===== src/hdl/obsm_pkg.sv =====
// Shared types, constants and helper functions for the overlapped block SAD means block.
package obsm_pkg;

    // Default values of the top-level parameters.
    localparam int DEF_MAX_BLOCKS     = 63;
    localparam int DEF_MAX_FRAME_SIDE = 4096;
    localparam int DEF_MAX_BLOCK_SIDE = 256;

    // Fixed field widths.
    localparam int POS_W  = 12;  // row and column position
    localparam int AD_W   = 17;  // absolute difference of two 16-bit samples
    localparam int GEO_W  = 17;  // block geometry in pixels
    localparam int BSUM_W = 32;
    localparam int FSUM_W = 40;
    localparam int CNT_W  = 24;
    localparam int MEAN_W = 24;
    localparam int IDX_W  = 6;
    localparam int DVD_W  = 48;  // dividend: sum shifted left by eight
    localparam int DVS_W  = 24;  // divisor: area or pixel count
    localparam int QDEPTH = 2;   // depth of the queue between front and back

    // Configuration register indexes.
    localparam logic [2:0] REG_BLOCK_HEIGHT = 3'd0;
    localparam logic [2:0] REG_BLOCK_WIDTH  = 3'd1;
    localparam logic [2:0] REG_OVERLAP      = 3'd2;
    localparam logic [2:0] REG_BLOCK_ROWS   = 3'd3;
    localparam logic [2:0] REG_BLOCK_COLS   = 3'd4;
    localparam logic [2:0] REG_TOP_MARGIN   = 3'd5;
    localparam logic [2:0] REG_LEFT_MARGIN  = 3'd6;

    // One classified pixel handed from the front to the back.
    typedef struct packed {
        logic [AD_W-1:0]  ad;
        logic [POS_W-1:0] row;
        logic [POS_W-1:0] col;
        logic             fe;
    } t_item;

    // Configuration registers.
    typedef struct packed {
        logic [8:0]  block_height;
        logic [8:0]  block_width;
        logic [3:0]  overlap;
        logic [5:0]  block_rows;
        logic [5:0]  block_cols;
        logic [10:0] top_margin;
        logic [10:0] left_margin;
    } t_cfg;

    // Back-end sequencer states.
    typedef enum logic [2:0] {
        S_IDLE,
        S_RD,
        S_ACC,
        S_DRD,
        S_DLD,
        S_DIV,
        S_OUT
    } t_state;

    // Rounded-up 2^16/ov; a side of up to 256 times this, shifted right by 16,
    // gives the exact truncated quotient. An overlap of zero counts as one.
    function automatic logic [16:0] recip(input logic [3:0] ov);
        logic [16:0] r;
        unique case (ov)
            4'd0, 4'd1: r = 17'd65536;
            4'd2:  r = 17'd32768;
            4'd3:  r = 17'd21846;
            4'd4:  r = 17'd16384;
            4'd5:  r = 17'd13108;
            4'd6:  r = 17'd10923;
            4'd7:  r = 17'd9363;
            4'd8:  r = 17'd8192;
            4'd9:  r = 17'd7282;
            4'd10: r = 17'd6554;
            4'd11: r = 17'd5958;
            4'd12: r = 17'd5462;
            4'd13: r = 17'd5042;
            4'd14: r = 17'd4682;
            4'd15: r = 17'd4370;
            default: r = 17'd65536;
        endcase
        return r;
    endfunction

endpackage


===== src/hdl/overlapped_block_sad_means.sv =====
// Top level of the overlapped block SAD means block: configuration registers and wiring.
//
//  Channel   Direction  Word contents
//  s         in         tdata: pixel_previous, pixel_current; tuser: line_end; tlast: frame_end
//  m         out        tdata: mean_value, block_index; tuser: is_frame_total; tlast: last
//  cfg       in         index 0..6 selects the register, data holds its value
//
// In the back end a pixel passes the idle state and then a read and an accumulate state per active block,
// since the block sum memory is read and written once per block over one port.
// At frame end each block mean and then the frame mean go through the shared bit-serial divider,
// and each result waits in the output state until the receiver has taken the previous word.
// The front end and a two-word queue keep accepting while the back end works, until the queue is full.
// Reset is synchronous and active low; no clearing pass is needed after it.
module overlapped_block_sad_means
    import obsm_pkg::*;
#(
    parameter int MAX_BLOCKS     = DEF_MAX_BLOCKS,
    parameter int MAX_FRAME_SIDE = DEF_MAX_FRAME_SIDE,
    parameter int MAX_BLOCK_SIDE = DEF_MAX_BLOCK_SIDE
) (
    input  logic        i_clk,
    input  logic        i_rst_n,
    input  logic        i_s_tvalid,
    output logic        o_s_tready,
    input  logic [31:0] i_s_tdata,   // pixel_previous[15:0], pixel_current[31:16]
    input  logic        i_s_tuser,   // line_end
    input  logic        i_s_tlast,
    output logic        o_m_tvalid,
    input  logic        i_m_tready,
    output logic [31:0] o_m_tdata,   // mean_value[23:0], block_index[29:24], zero[31:30]
    output logic        o_m_tuser,   // is_frame_total
    output logic        o_m_tlast,
    input  logic        i_cfg_valid,
    output logic        o_cfg_ready,
    input  logic [2:0]  i_cfg_index,
    input  logic [10:0] i_cfg_data
);

    t_cfg  r_cfg;
    t_item front_item, queue_item;
    logic  push, full, pop, empty;
    logic [MEAN_W-1:0] mean;
    logic [IDX_W-1:0]  idx;

    assign o_cfg_ready = 1'b1;

    // Configuration register writes.
    always_ff @(posedge i_clk) begin
        if (!i_rst_n) begin
            r_cfg.block_height <= 9'd16;
            r_cfg.block_width  <= 9'd16;
            r_cfg.overlap      <= 4'd2;
            r_cfg.block_rows   <= 6'd1;
            r_cfg.block_cols   <= 6'd1;
            r_cfg.top_margin   <= 11'd0;
            r_cfg.left_margin  <= 11'd0;
        end else if (i_cfg_valid) begin
            unique case (i_cfg_index)
                REG_BLOCK_HEIGHT: r_cfg.block_height <= i_cfg_data[8:0];
                REG_BLOCK_WIDTH:  r_cfg.block_width  <= i_cfg_data[8:0];
                REG_OVERLAP:      r_cfg.overlap      <= i_cfg_data[3:0];
                REG_BLOCK_ROWS:   r_cfg.block_rows   <= i_cfg_data[5:0];
                REG_BLOCK_COLS:   r_cfg.block_cols   <= i_cfg_data[5:0];
                REG_TOP_MARGIN:   r_cfg.top_margin   <= i_cfg_data;
                REG_LEFT_MARGIN:  r_cfg.left_margin  <= i_cfg_data;
                default: ;
            endcase
        end
    end

    obsm_front #(
        .MAX_FRAME_SIDE (MAX_FRAME_SIDE)
    ) u_front (
        .i_clk            (i_clk),
        .i_rst_n          (i_rst_n),
        .i_valid          (i_s_tvalid),
        .o_ready          (o_s_tready),
        .i_pixel_previous (i_s_tdata[15:0]),
        .i_pixel_current  (i_s_tdata[31:16]),
        .i_line_end       (i_s_tuser),
        .i_frame_end      (i_s_tlast),
        .o_push           (push),
        .o_item           (front_item),
        .i_full           (full)
    );

    obsm_queue u_queue (
        .i_clk   (i_clk),
        .i_rst_n (i_rst_n),
        .i_push  (push),
        .i_item  (front_item),
        .o_full  (full),
        .i_pop   (pop),
        .o_empty (empty),
        .o_item  (queue_item)
    );

    obsm_back #(
        .MAX_BLOCKS     (MAX_BLOCKS),
        .MAX_BLOCK_SIDE (MAX_BLOCK_SIDE)
    ) u_back (
        .i_clk            (i_clk),
        .i_rst_n          (i_rst_n),
        .i_cfg            (r_cfg),
        .i_empty          (empty),
        .i_item           (queue_item),
        .o_pop            (pop),
        .o_valid          (o_m_tvalid),
        .i_ready          (i_m_tready),
        .o_mean_value     (mean),
        .o_block_index    (idx),
        .o_is_frame_total (o_m_tuser),
        .o_last           (o_m_tlast)
    );

    assign o_m_tdata = {2'b00, idx, mean};

endmodule


===== src/hdl/obsm_front.sv =====
// Front end: accepts pixel pairs, forms the absolute difference and tracks the raster position.
module obsm_front
    import obsm_pkg::*;
#(
    parameter int MAX_FRAME_SIDE = DEF_MAX_FRAME_SIDE
) (
    input  logic        i_clk,
    input  logic        i_rst_n,
    input  logic        i_valid,
    output logic        o_ready,
    input  logic [15:0] i_pixel_previous,
    input  logic [15:0] i_pixel_current,
    input  logic        i_line_end,
    input  logic        i_frame_end,
    output logic        o_push,
    output t_item       o_item,
    input  logic        i_full
);

    localparam logic [POS_W-1:0] POS_MAX = POS_W'(MAX_FRAME_SIDE - 1);

    logic [POS_W-1:0] r_row, n_row;
    logic [POS_W-1:0] r_col, n_col;
    logic signed [AD_W-1:0] diff;

    // Absolute difference of the two samples.
    assign diff = AD_W'($signed(i_pixel_previous)) - AD_W'($signed(i_pixel_current));

    assign o_ready     = !i_full;
    assign o_push      = i_valid && !i_full;
    assign o_item.ad   = diff[AD_W-1] ? AD_W'(-diff) : AD_W'(diff);
    assign o_item.row  = r_row;
    assign o_item.col  = r_col;
    assign o_item.fe   = i_frame_end;

    // Next raster position after the accepted word.
    always_comb begin
        n_row = r_row;
        n_col = r_col;
        if (i_frame_end) begin
            n_row = '0;
            n_col = '0;
        end else if (i_line_end) begin
            n_col = '0;
            if (r_row < POS_MAX) n_row = r_row + 1'b1;
        end else if (r_col < POS_MAX) begin
            n_col = r_col + 1'b1;
        end
    end

    always_ff @(posedge i_clk) begin
        if (!i_rst_n) begin
            r_row <= '0;
            r_col <= '0;
        end else if (o_push) begin
            r_row <= n_row;
            r_col <= n_col;
        end
    end

endmodule


===== src/hdl/obsm_queue.sv =====
// Short queue that decouples the front end from the back end.
module obsm_queue
    import obsm_pkg::*;
(
    input  logic  i_clk,
    input  logic  i_rst_n,
    input  logic  i_push,
    input  t_item i_item,
    output logic  o_full,
    input  logic  i_pop,
    output logic  o_empty,
    output t_item o_item
);

    localparam int PTR_W = $clog2(QDEPTH);

    t_item              r_mem [QDEPTH];
    logic [PTR_W-1:0]   r_wr;
    logic [PTR_W-1:0]   r_rd;
    logic [PTR_W:0]     r_cnt;

    assign o_full  = (r_cnt == (PTR_W+1)'(QDEPTH));
    assign o_empty = (r_cnt == '0);
    assign o_item  = r_mem[r_rd];

    // Pointers and fill count.
    always_ff @(posedge i_clk) begin
        if (!i_rst_n) begin
            r_wr  <= '0;
            r_rd  <= '0;
            r_cnt <= '0;
        end else begin
            if (i_push) r_wr <= r_wr + 1'b1;
            if (i_pop)  r_rd <= r_rd + 1'b1;
            if (i_push && !i_pop)      r_cnt <= r_cnt + 1'b1;
            else if (!i_push && i_pop) r_cnt <= r_cnt - 1'b1;
        end
    end

    // Entry storage.
    always_ff @(posedge i_clk) begin
        if (i_push) r_mem[r_wr] <= i_item;
    end

endmodule


===== src/hdl/obsm_back.sv =====
// Back end: per-block accumulation, frame-end divisions and the result register.
module obsm_back
    import obsm_pkg::*;
#(
    parameter int MAX_BLOCKS     = DEF_MAX_BLOCKS,
    parameter int MAX_BLOCK_SIDE = DEF_MAX_BLOCK_SIDE
) (
    input  logic              i_clk,
    input  logic              i_rst_n,
    input  t_cfg              i_cfg,
    input  logic              i_empty,
    input  t_item             i_item,
    output logic              o_pop,
    output logic              o_valid,
    input  logic              i_ready,
    output logic [MEAN_W-1:0] o_mean_value,
    output logic [IDX_W-1:0]  o_block_index,
    output logic              o_is_frame_total,
    output logic              o_last
);

    localparam int AW = (MAX_BLOCKS > 1) ? $clog2(MAX_BLOCKS) : 1;
    localparam int DCNT_W = $clog2(DVD_W + 1);

    // Derived geometry.
    logic [8:0]   side_h, side_w;
    logic [25:0]  prod_h, prod_w;
    logic [11:0]  nprod, nblk;
    logic [8:0]   r_sh, r_sw;
    logic [17:0]  area;

    assign side_h = (i_cfg.block_height > 9'(MAX_BLOCK_SIDE)) ? 9'(MAX_BLOCK_SIDE)
                                                              : i_cfg.block_height;
    assign side_w = (i_cfg.block_width > 9'(MAX_BLOCK_SIDE)) ? 9'(MAX_BLOCK_SIDE)
                                                             : i_cfg.block_width;
    assign prod_h = 26'(side_h) * 26'(recip(i_cfg.overlap));
    assign prod_w = 26'(side_w) * 26'(recip(i_cfg.overlap));
    assign nprod  = 12'(i_cfg.block_rows) * 12'(i_cfg.block_cols);
    assign nblk   = (nprod > 12'(MAX_BLOCKS)) ? 12'(MAX_BLOCKS) : nprod;
    assign area   = 18'(side_h) * 18'(side_w);

    // Origin steps registered; the user must make configuration changes only while no word is in flight, unenforced.
    always_ff @(posedge i_clk) begin
        r_sh <= prod_h[24:16];
        r_sw <= prod_w[24:16];
    end

    t_state r_state, n_state;

    t_item               r_item;
    logic [AW-1:0]       r_k;
    logic [5:0]          r_c;
    logic [GEO_W-1:0]    r_top, r_left;
    logic                r_hit;
    logic [BSUM_W-1:0]   r_rdata;
    logic [MAX_BLOCKS-1:0] r_bvalid;
    logic [BSUM_W-1:0]   mem [MAX_BLOCKS];
    logic [FSUM_W-1:0]   r_fsum;
    logic [CNT_W-1:0]    r_cnt;
    logic                r_tot;

    logic [DVD_W-1:0]    r_dvd;
    logic [DVS_W-1:0]    r_dvs;
    logic [DVS_W:0]      r_rem;
    logic [DVD_W-1:0]    r_q;
    logic [DCNT_W-1:0]   r_dcnt;

    logic                r_ovalid;
    logic [MEAN_W-1:0]   r_omean;
    logic [IDX_W-1:0]    r_oidx;
    logic                r_otot;

    logic                last_blk;
    logic                hit;
    logic [BSUM_W-1:0]   cur_sum;
    logic [BSUM_W:0]     bsum_add;
    logic [BSUM_W-1:0]   bsum_new;
    logic [FSUM_W:0]     fsum_add;
    logic [DVS_W:0]      rem_sh;
    logic                qbit;
    logic [MEAN_W-1:0]   mean;

    assign last_blk = (12'(r_k) == nblk - 12'd1);
    assign cur_sum  = r_bvalid[r_k] ? r_rdata : '0;
    assign bsum_add = {1'b0, cur_sum} + (BSUM_W+1)'(r_item.ad);
    assign bsum_new = bsum_add[BSUM_W] ? '1 : bsum_add[BSUM_W-1:0];
    assign fsum_add = {1'b0, r_fsum} + (FSUM_W+1)'(i_item.ad);

    // Block membership of the current pixel for block r_k.
    assign hit = (GEO_W'(r_item.row) >= r_top) &&
                 (GEO_W'(r_item.row) < r_top + GEO_W'(side_h)) &&
                 (GEO_W'(r_item.col) >= r_left) &&
                 (GEO_W'(r_item.col) < r_left + GEO_W'(side_w));

    // One restoring division step.
    assign rem_sh = {r_rem[DVS_W-1:0], r_dvd[DVD_W-1]};
    assign qbit   = (rem_sh >= {1'b0, r_dvs});
    assign mean   = (r_dvs == '0) ? '0 :
                    (r_q[DVD_W-1:MEAN_W] != '0) ? '1 : r_q[MEAN_W-1:0];

    assign o_pop            = (r_state == S_IDLE) && !i_empty;
    assign o_valid          = r_ovalid;
    assign o_mean_value     = r_omean;
    assign o_block_index    = r_oidx;
    assign o_is_frame_total = r_otot;
    assign o_last           = r_otot;

    // Next-state logic of the sequencer.
    always_comb begin
        n_state = r_state;
        unique case (r_state)
            S_IDLE: begin
                if (!i_empty) begin
                    if (nblk != '0)       n_state = S_RD;
                    else if (i_item.fe)   n_state = S_DIV;
                end
            end
            S_RD:  n_state = S_ACC;
            S_ACC: begin
                if (last_blk) n_state = r_item.fe ? S_DRD : S_IDLE;
                else          n_state = S_RD;
            end
            S_DRD: n_state = S_DLD;
            S_DLD: n_state = S_DIV;
            S_DIV: if (r_dcnt == DCNT_W'(DVD_W)) n_state = S_OUT;
            S_OUT: begin
                if (!r_ovalid || i_ready) begin
                    if (r_tot)         n_state = S_IDLE;
                    else if (last_blk) n_state = S_DIV;
                    else               n_state = S_DRD;
                end
            end
            default: n_state = S_IDLE;
        endcase
    end

    // Control registers.
    always_ff @(posedge i_clk) begin
        if (!i_rst_n) begin
            r_state  <= S_IDLE;
            r_bvalid <= '0;
            r_fsum   <= '0;
            r_cnt    <= '0;
            r_ovalid <= 1'b0;
        end else begin
            r_state <= n_state;
            if (r_state == S_OUT && (!r_ovalid || i_ready)) r_ovalid <= 1'b1;
            else if (r_ovalid && i_ready)                    r_ovalid <= 1'b0;
            unique case (r_state)
                S_IDLE: begin
                    if (!i_empty) begin
                        r_fsum <= fsum_add[FSUM_W] ? '1 : fsum_add[FSUM_W-1:0];
                        if (r_cnt != '1) r_cnt <= r_cnt + 1'b1;
                    end
                end
                S_ACC: if (r_hit) r_bvalid[r_k] <= 1'b1;
                S_OUT: begin
                    if ((!r_ovalid || i_ready) && r_tot) begin
                        r_bvalid <= '0;
                        r_fsum   <= '0;
                        r_cnt    <= '0;
                    end
                end
                default: ;
            endcase
        end
    end

    // Datapath registers: block walk, divider and result word.
    always_ff @(posedge i_clk) begin
        unique case (r_state)
            S_IDLE: begin
                r_item <= i_item;
                r_k    <= '0;
                r_c    <= '0;
                r_top  <= GEO_W'(i_cfg.top_margin);
                r_left <= GEO_W'(i_cfg.left_margin);
                // Frame with no blocks: divide the frame total directly.
                r_tot  <= (nblk == '0);
                r_dvd  <= DVD_W'(fsum_add[FSUM_W] ? {FSUM_W{1'b1}} : fsum_add[FSUM_W-1:0]) << 8;
                r_dvs  <= (r_cnt != '1) ? r_cnt + 1'b1 : r_cnt;
                r_rem  <= '0;
                r_dcnt <= '0;
            end
            S_RD: begin
                r_rdata <= mem[r_k];
                r_hit   <= hit;
            end
            S_ACC: begin
                if (last_blk) begin
                    r_k <= '0;
                end else begin
                    r_k <= r_k + 1'b1;
                    if (r_c == i_cfg.block_cols - 6'd1) begin
                        r_c    <= '0;
                        r_left <= GEO_W'(i_cfg.left_margin);
                        r_top  <= r_top + GEO_W'(r_sh);
                    end else begin
                        r_c    <= r_c + 1'b1;
                        r_left <= r_left + GEO_W'(r_sw);
                    end
                end
            end
            S_DRD: r_rdata <= mem[r_k];
            S_DLD: begin
                r_dvd  <= DVD_W'(cur_sum) << 8;
                r_dvs  <= DVS_W'(area);
                r_rem  <= '0;
                r_dcnt <= '0;
            end
            S_DIV: begin
                if (r_dcnt != DCNT_W'(DVD_W)) begin
                    r_rem  <= qbit ? rem_sh - {1'b0, r_dvs} : rem_sh;
                    r_q    <= {r_q[DVD_W-2:0], qbit};
                    r_dvd  <= {r_dvd[DVD_W-2:0], 1'b0};
                    r_dcnt <= r_dcnt + 1'b1;
                end
            end
            S_OUT: begin
                if (!r_ovalid || i_ready) begin
                    r_omean <= mean;
                    r_oidx  <= r_tot ? '0 : IDX_W'(r_k);
                    r_otot  <= r_tot;
                    if (!r_tot) begin
                        if (last_blk) begin
                            r_tot  <= 1'b1;
                            r_dvd  <= DVD_W'(r_fsum) << 8;
                            r_dvs  <= r_cnt;
                            r_rem  <= '0;
                            r_dcnt <= '0;
                        end else begin
                            r_k <= r_k + 1'b1;
                        end
                    end
                end
            end
            default: ;
        endcase
    end

    // Block sum memory; entries without a valid bit read as zero.
    always_ff @(posedge i_clk) begin
        if (r_state == S_ACC && r_hit) mem[r_k] <= bsum_new;
    end

endmodule


===== config.mk =====
export PLATFORM = sky130hd
export DESIGN_NAME = overlapped_block_sad_means
export DESIGN_NICKNAME = d
export VERILOG_FILES = /design/src/hdl/obsm_pkg.sv /design/src/hdl/overlapped_block_sad_means.sv /design/src/hdl/obsm_front.sv /design/src/hdl/obsm_queue.sv /design/src/hdl/obsm_back.sv
export SDC_FILE = /design/constraint.sdc
export NUM_CORES = 2
export LEC_CHECK = 0
export BUFFER_PORTS_ARGS = -buffer_cell sky130_fd_sc_hd__buf_2
export CORE_AREA = 4 4 492 494
export CTS_CLUSTER_SIZE = 12
export DETAILED_ROUTE_END_ITERATION = 8
export DIE_AREA = 0 0 496 498
export MAX_ROUTING_LAYER = met4
export PLACE_DENSITY = 0.7
export SETUP_SLACK_MARGIN = 0.02
export SLEW_MARGIN = 20
export SYNTH_ARGS = -nofsm -noshare
export SYNTH_HDL_FRONTEND = slang
export SYNTH_HIERARCHICAL = 1
export SYNTH_SLANG_ARGS = --single-unit

===== constraint.sdc =====
create_clock -name i_clk -period 16.69 [get_ports i_clk]
set_clock_uncertainty 0.05 [all_clocks]
set_input_delay 0.8345 -clock i_clk [delete_from_list [all_inputs] [get_ports i_clk]]
set_output_delay 0.8345 -clock i_clk [all_outputs]
set_load 0.05 [all_outputs]

## Word level (Yosys, flattened, before mapping)

Memories as Yosys holds them, arrays and structs flattened. A register that Yosys moved wholly into a read port is not among the register bits.
Cells that the tools add are included.

- Bits in registers: 504
- RAM bits: 2100
- ROM bits: 544
- Output and inout bits: 37
- Memories: 4

Memories:

| name | words | width | read ports | clocked after memory_dff | write ports | line | RTL |
|---|---|---|---|---|---|---|---|
| u_back.mem | 63 | 32 | 1 | 1 | 1 | obsm_back.sv:57 | `logic [BSUM_W-1:0] mem [MAX_BLOCKS];` |
| (no name shown) | 16 | 17 | 1 | 1 | 0 | obsm_pkg.sv:65 | `unique case (ov)` |
| (no name shown) | 16 | 17 | 1 | 1 | 0 | obsm_pkg.sv:65 |  |
| u_queue.r_mem | 2 | 42 | 1 | 1 | 1 | obsm_queue.sv:17 | `t_item r_mem [QDEPTH];` |

- Add/subtract/negate cells: 21
- Multiply operators: 4
- $lt $le $gt $ge: 12
- Equal/unequal tests: 30
- Multiplexer cells: 91
- Bitwise logic cells: 1
- Reductions and logical operators: 60

Operators by type and width:

| operator | number |
|---|---|
| $mux 24 | 12 |
| $mux 48 | 4 |
| $pmux 48 s4 | 1 |
| $mux 40 | 4 |
| $pmux 24 s3 | 2 |
| $mux 63 | 2 |
| $pmux 63 s2 | 1 |
| $mux 17 | 5 |
| $mux 12 | 7 |
| $pmux 40 s2 | 1 |
| $add 17x9->17 | 4 |
| $pmux 17 s2 | 2 |
| $mux 32 | 2 |
| $or 63x63->63 | 1 |
| $mux 6 | 10 |
| $mul 9x17->25 | 2 |
| $pmux 24 s2 | 1 |
| $add 40x17->41 | 1 |
| $pmux 6 s3 | 2 |
| $ge 12x17->1 | 2 |
| $lt 12x17->1 | 2 |
| $add 32x17->33 | 1 |
| $ge 25x24->1 | 1 |
| $add 12x1->12 const B | 2 |
| other kinds (56) | 147 |

## Depth between registers and ports, before layout

- Depth in word-level cells: 9
- Gate-level depth with buffers: 26

## Cells and area by module

Netlist, hierarchy kept.

By module, submodules not included:

| module | instances | cells an instance | area an instance (µm²) | seq. area each (µm²) |
|---|---|---|---|---|
| obsm_back | 1 | 7980 | 110488.5 | 72379.4 |
| obsm_queue | 1 | 153 | 3249.4 | 2622.5 |
| obsm_front | 1 | 312 | 2418.6 | 480.5 |
| overlapped_block_sad_means | 1 | 208 | 2123.3 | 1121.1 |

## Worst setup path after synthesis

No wires, ideal clock.

- Path type: register to register
- Start point: register u_back.r_k[0]
- End point: memory u_back.mem[0][31] (data pin)
- Library setup time: 0.694 ns
- Data arrival time: 6.826 ns
- Setup slack: 9.120 ns
- Stages on the path, launching flop included: 23
- Buffers on the path: 4
- Period minus slack after synthesis: 7.570 ns
- Cells stage by stage: edfxtp_1 > buf_4 > buf_6 > mux2_1 > a221oi_1 > a21oi_1 > o21ai_0 > nand2_1 > or4_4 > buf_6 > clkbuf_1 > and2_1 > ha_1 > a21o_1 > a21oi_1 > o211a_1 > o311ai_0 > nand3_1 > nand3_1 > nand3_1 > nor4_1 > xnor2_1 > o21ai_0

- Word-level cells in the longest chain between the ends: 5

RTL lines:

| element | line | RTL |
|---|---|---|
| start, declared | obsm_back.sv:51 | `logic [AW-1:0] r_k;` |
| start signal, assigned | obsm_back.sv:193 | `r_k <= r_k + 1'b1;` |
| start signal, assigned | obsm_back.sv:232 | `r_k <= r_k + 1'b1;` |
| $bmux 1 s6 | obsm_back.sv:84 | `assign cur_sum = r_bvalid[r_k] ? r_rdata : '0;` |
| $mux 1 (implied by the code) | obsm_back.sv:84 |  |
| $mux 32 | obsm_back.sv:84 |  |
| $add 32x17->33 | obsm_back.sv:85 | `assign bsum_add = {1'b0, cur_sum} + (BSUM_W+1)'(r_item.ad);` |
| $mux 32 | obsm_back.sv:86 | `assign bsum_new = bsum_add[BSUM_W] ? '1 : bsum_add[BSUM_W-1:0];` |
| net u_back.bsum_new[31] | obsm_back.sv:77 | `logic [BSUM_W-1:0] bsum_new;` |
| end, declared | obsm_back.sv:57 |  |

The timed path passes the listed nets, and every way through them passes these cells. The select of a mux whose other input is x is not followed.

## Final worst setup path

- Start point: register u_back.r_k[1]
- End point: memory u_back.mem[51][11] (data pin)

Same word-level chain as after synthesis.

==> impl_metrics.py <==
metrics = {
    "run": {
        "drv_cap": 0,
    },
    "hold_path": {
        "min_to": "u_queue/r_mem[0][0]$_DFFE_PP_",
        "hold_path_depth": 1,
        "hold_class": "in -> reg",
        "min_from": "i_s_tlast",
    },
    "yosys": {
        "synthTopCellsByArea": "edfxtp_1, fa_1, a22oi_1, dfxtp_1, ha_1",
        "synth_flop_cell": "edfxtp_1",
        "seq_area_frac_synth_pct": 64.8,
        "synth_cell_type_count": 111,
        "synth.area.mux_share_pct": 2.14,
        "netlist_instances": 8653,
        "yosys.area.top_type": "edfxtp_1",
        "synth_top_family_by_area": "compound AO/OA/AOI/OAI gates",
        "synth-warning-count": 6,
        "synthSimpleGateAreaFrac_pct": 7.31,
        "yosys.area_share.xor_xnor_pct": 1.66,
        "synth_edf_count": 2395,
        "synth_compound_area_share_pct": 12.7,
        "synth_fa_ha_area_share_pct": 8.08,
        "async_flop_share_pct": 0,
        "syn_area_sq_um": 118000,
        "synth.avg_cell_area_sq_um": 13.7,
        "synth_top_area_share_pct": 60.8,
        "ys_ff_latch": 2629,
    },
    "placed_design": {
        "place_congestion": 0.918,
        "io_buffers": 86,
        "dp_worst_setup_slack_ns": 8.20,
        "dp_hpwl_um": 209000,
    },
    "worst_setup_path": {
        "arrival_ns": 9.04,
        "cp_slowest_cell": "buf_4",
        "critPathBufInv": 4,
        "cp_data_required_time_ns": 17.00,
        "reg2reg_to": "u_back/mem[51][11]$_DFFE_PP_",
        "cp_cell_sequence": "buf_4 -> buf_4 -> mux4_2 -> mux2i_1 -> o22a_1 -> nand2_1 -> or4_4 -> and2_1 -> ha_1 -> fa_1 -> a21o_1 -> a21oi_1 -> nand2b_1 -> a211oi_1 -> o21ai_0 -> a41oi_1 -> buf_4 -> nor3b_2 -> nand3_2 -> buf_4 -> nand2_2",
        "crit_family": "simple AND/OR/NAND/NOR gates",
        "worstRegToRegCells": 21,
        "critPathLaunchType": "flip-flop",
        "rr_startpoint": "u_back/r_k[1]$_DFFE_PP_",
        "cp-end-kind": "flip-flop",
        "r2r_setup_slack_ns": 7.96,
        "critical_path_peak_fanout": 63,
        "cpPeakStageDelay_ns": 0.80,
        "path_class": "reg -> reg",
        "path_common_cell": "buf_4",
    },
    "clock_tree": {
        "clk_pin_slew_ns": 0.06,
        "cts_setup_buffers": 0,
        "postCtsResizedCells": 0,
        "clk_latency_ns": 0.95,
        "htree_levels": 5,
        "cts_made_buffers": 291,
        "cts_buffer_depth": 4,
        "cts.sink_count": 2629,
        "cts_hold_buf": 0,
        "cts_tree": "built",
        "cts_root_buffer": "clkbuf_16",
    },
    "power": {
        "cellLeakagePower_nw": 45.4,
        "clkPwrFrac_pct": 29.0,
        "p_sw_share_pct": 32.7,
        "ir_worst_vdd_mv": 0.126,
        "p_int_mw": 13.4,
        "power.density_nw_per_um2": 152,
        "power_mw": 20.0,
        "p_switching_mw": 6.52,
        "pwr-share-comb_pct": 26.5,
        "pwr-share-seq_pct": 44.5,
    },
    "sta": {
        "finalMaxSlewViolations": 0,
        "final_hold_viol_count": 0,
        "rsz0062_at_grt": "false",
        "setup_ws_ns": 7.96,
        "slew_headroom_pct": 13.2,
        "period_share_pct": 52.3,
        "holdWs_ns": 0.187,
        "fmax_ghz": 0.115,
        "final-setup-viol-count": 0,
        "fin_setup_tns_ns": 0,
        "period_needed_ns": 8.73,
        "tightest_slew_ns": 1.30,
    },
    "final_layout": {
        "layout-drive-gt1-share_pct": 10.6,
        "final_util_pct": 55.4,
        "area_delta_synth_final_pct": 11.3,
        "nNetsFinal": 9383,
    },
    "detailed_routing": {
        "drt_pre_antenna_iters": 8,
        "wl_per_cell_um": 30.4,
        "dr_total_vias": 78900,
        "viasPerCell": 6.54,
        "drt-initial-drc-count": 10800,
        "wl_um": 367000,
        "antenna_left": 0,
        "drc": 0,
    },
    "floorplanning": {
        "dieArea_sq_um": 247000,
        "fp-row-count": 179,
        "start_util_pct": 49.8,
        "io_pins": 90,
        "core_area_sq_um": 237000,
        "die_w_um": 496,
        "die_h_um": 498,
    },
    "global_routing": {
        "grt_max_degree": 108,
        "grt_antenna_before_repair": 11,
        "overflow": 0,
        "track_usage_pct": 29.9,
        "grt_pass1_wl_um": 526000,
        "grt_pass1_vias": 76400,
    },
    "run_status": {
        "status": "finished clean",
    },
}
## worst max path at each step
stage | startpoint | endpoint | slack (ns) | depth (start not counted)
after CTS | u_back/r_k[1]$_DFFE_PP_ | u_back/mem[51][11]$_DFFE_PP_ | 8.18 | 21
after global placement | u_back/r_k[1]$_DFFE_PP_ | u_back/mem[17][14]$_DFFE_PP_ | 8.22 | 21
after global routing | u_back/r_k[1]$_DFFE_PP_ | u_back/mem[54][2]$_DFFE_PP_ | 7.79 | 21
after floorplan | u_back/r_k[0]$_DFFE_PP_ | u_back/mem[0][31]$_DFFE_PP_ | 9.12 | 22
final | u_back/r_k[1]$_DFFE_PP_ | u_back/mem[51][11]$_DFFE_PP_ | 7.96 | 21
after detailed placement | u_back/r_k[1]$_DFFE_PP_ | u_back/mem[34][7]$_DFFE_PP_ | 8.20 | 21
## stage by stage
step	cell area, sq um	instances
after CTS	131000	12100
after floorplan	118000	8654
after global placement	123000	11600
after global routing	132000	12100
final	132000	12100
after detailed placement	123000	11600
## layer usage
layer,up-vias,GRT usage (%),part of all wire (%),routed length [um]
li1,32900,-,-,-
met1,39200,37.7,35,130000
met2,5593,46.0,46,169000
met3,1204,7.14,13,46600
met4,0,13.9,5.8,21300
met5,-,-,0,0
## power by group through the flow
stage | clock network [mW] | logic (mW) | registers (mW)
global route | 6.11 | 5.61 | 8.89
detailed placement | 0 | 5.09 | 8.99
finish | 5.78 | 5.30 | 8.87
global placement | 0 | 4.96 | 8.98
CTS | 5.83 | 5.13 | 8.86
floorplan | 0 | 3.31 | 8.85
## cell type report
| cell class | instances | area, sq um |
|---|---|---|
| multi-input combinational | 5038 | 38600 |
| sequential | 2629 | 76600 |
| inverter | 494 | 1850 |
| timing repair buffer | 282 | 2200 |
| clock buffer | 386 | 7850 |
| fill | 18700 | 106000 |
| clock inverter | 57 | 454 |
| tap | 3167 | 3960 |
| antenna | 15 | 37.5 |
## state kept, by name, summed over array words and instances (netlist names), 32 cells and up, named ones only
signal           flops
u_back/r_item       42
u_back/r_rdata      32
u_back/r_q          48
u_back/mem        2016
u_back/r_fsum       40
u_back/r_bvalid     63
u_back/r_dvd        40
u_queue/r_mem       84
r_cfg               56
## placed cells by master, fill, tap and decap left out, drive strengths merged, types with 55 or more instances in the layout
cell type,n
a21oi,418
a221oi,168
a22o,152
a22oi,657
a31oi,133
and2,90
buf,282
clkbuf,386
dfxtp,234
edfxtp,2395
fa,283
ha,311
inv,501
mux2,107
mux2i,99
nand2,600
nand2b,62
nand3,115
nand4,96
nor2,533
nor2b,78
nor3,93
o21a,55
o21ai,248
xnor2,129
xor2,94
## logic make-up after synthesis
logic type / count (synthesis)
DFF: 2629
AOI/OAI and AO/OA: 2155
and+or+nand+nor: 1842
buffers and inverters: 987
adders and majority gates: 594
xor gates and xnor gates: 223
muxes: 221
other: 2
## cell usage after synthesis (38+ instances only)
master,count
and2_1,89
xnor2_1,128
dfxtp_1,234
a31oi_1,132
inv_1,490
xor2_1,93
nand2b_1,62
nand2_1,600
nor3_1,93
clkbuf_1,308
edfxtp_1,2395
a22o_1,152
nor4_1,44
a21oi_1,414
and3_1,38
o21a_1,55
nand3_1,114
a21o_1,50
fa_1,283
a221oi_1,168
buf_1,88
buf_2,75
mux2_2,106
o21ai_0,231
nor2_1,532
nand4_1,96
nor2b_1,78
ha_1,311
a22oi_1,657
mux2i_1,99
Note: power is estimated with default switching activity, not from simulation.
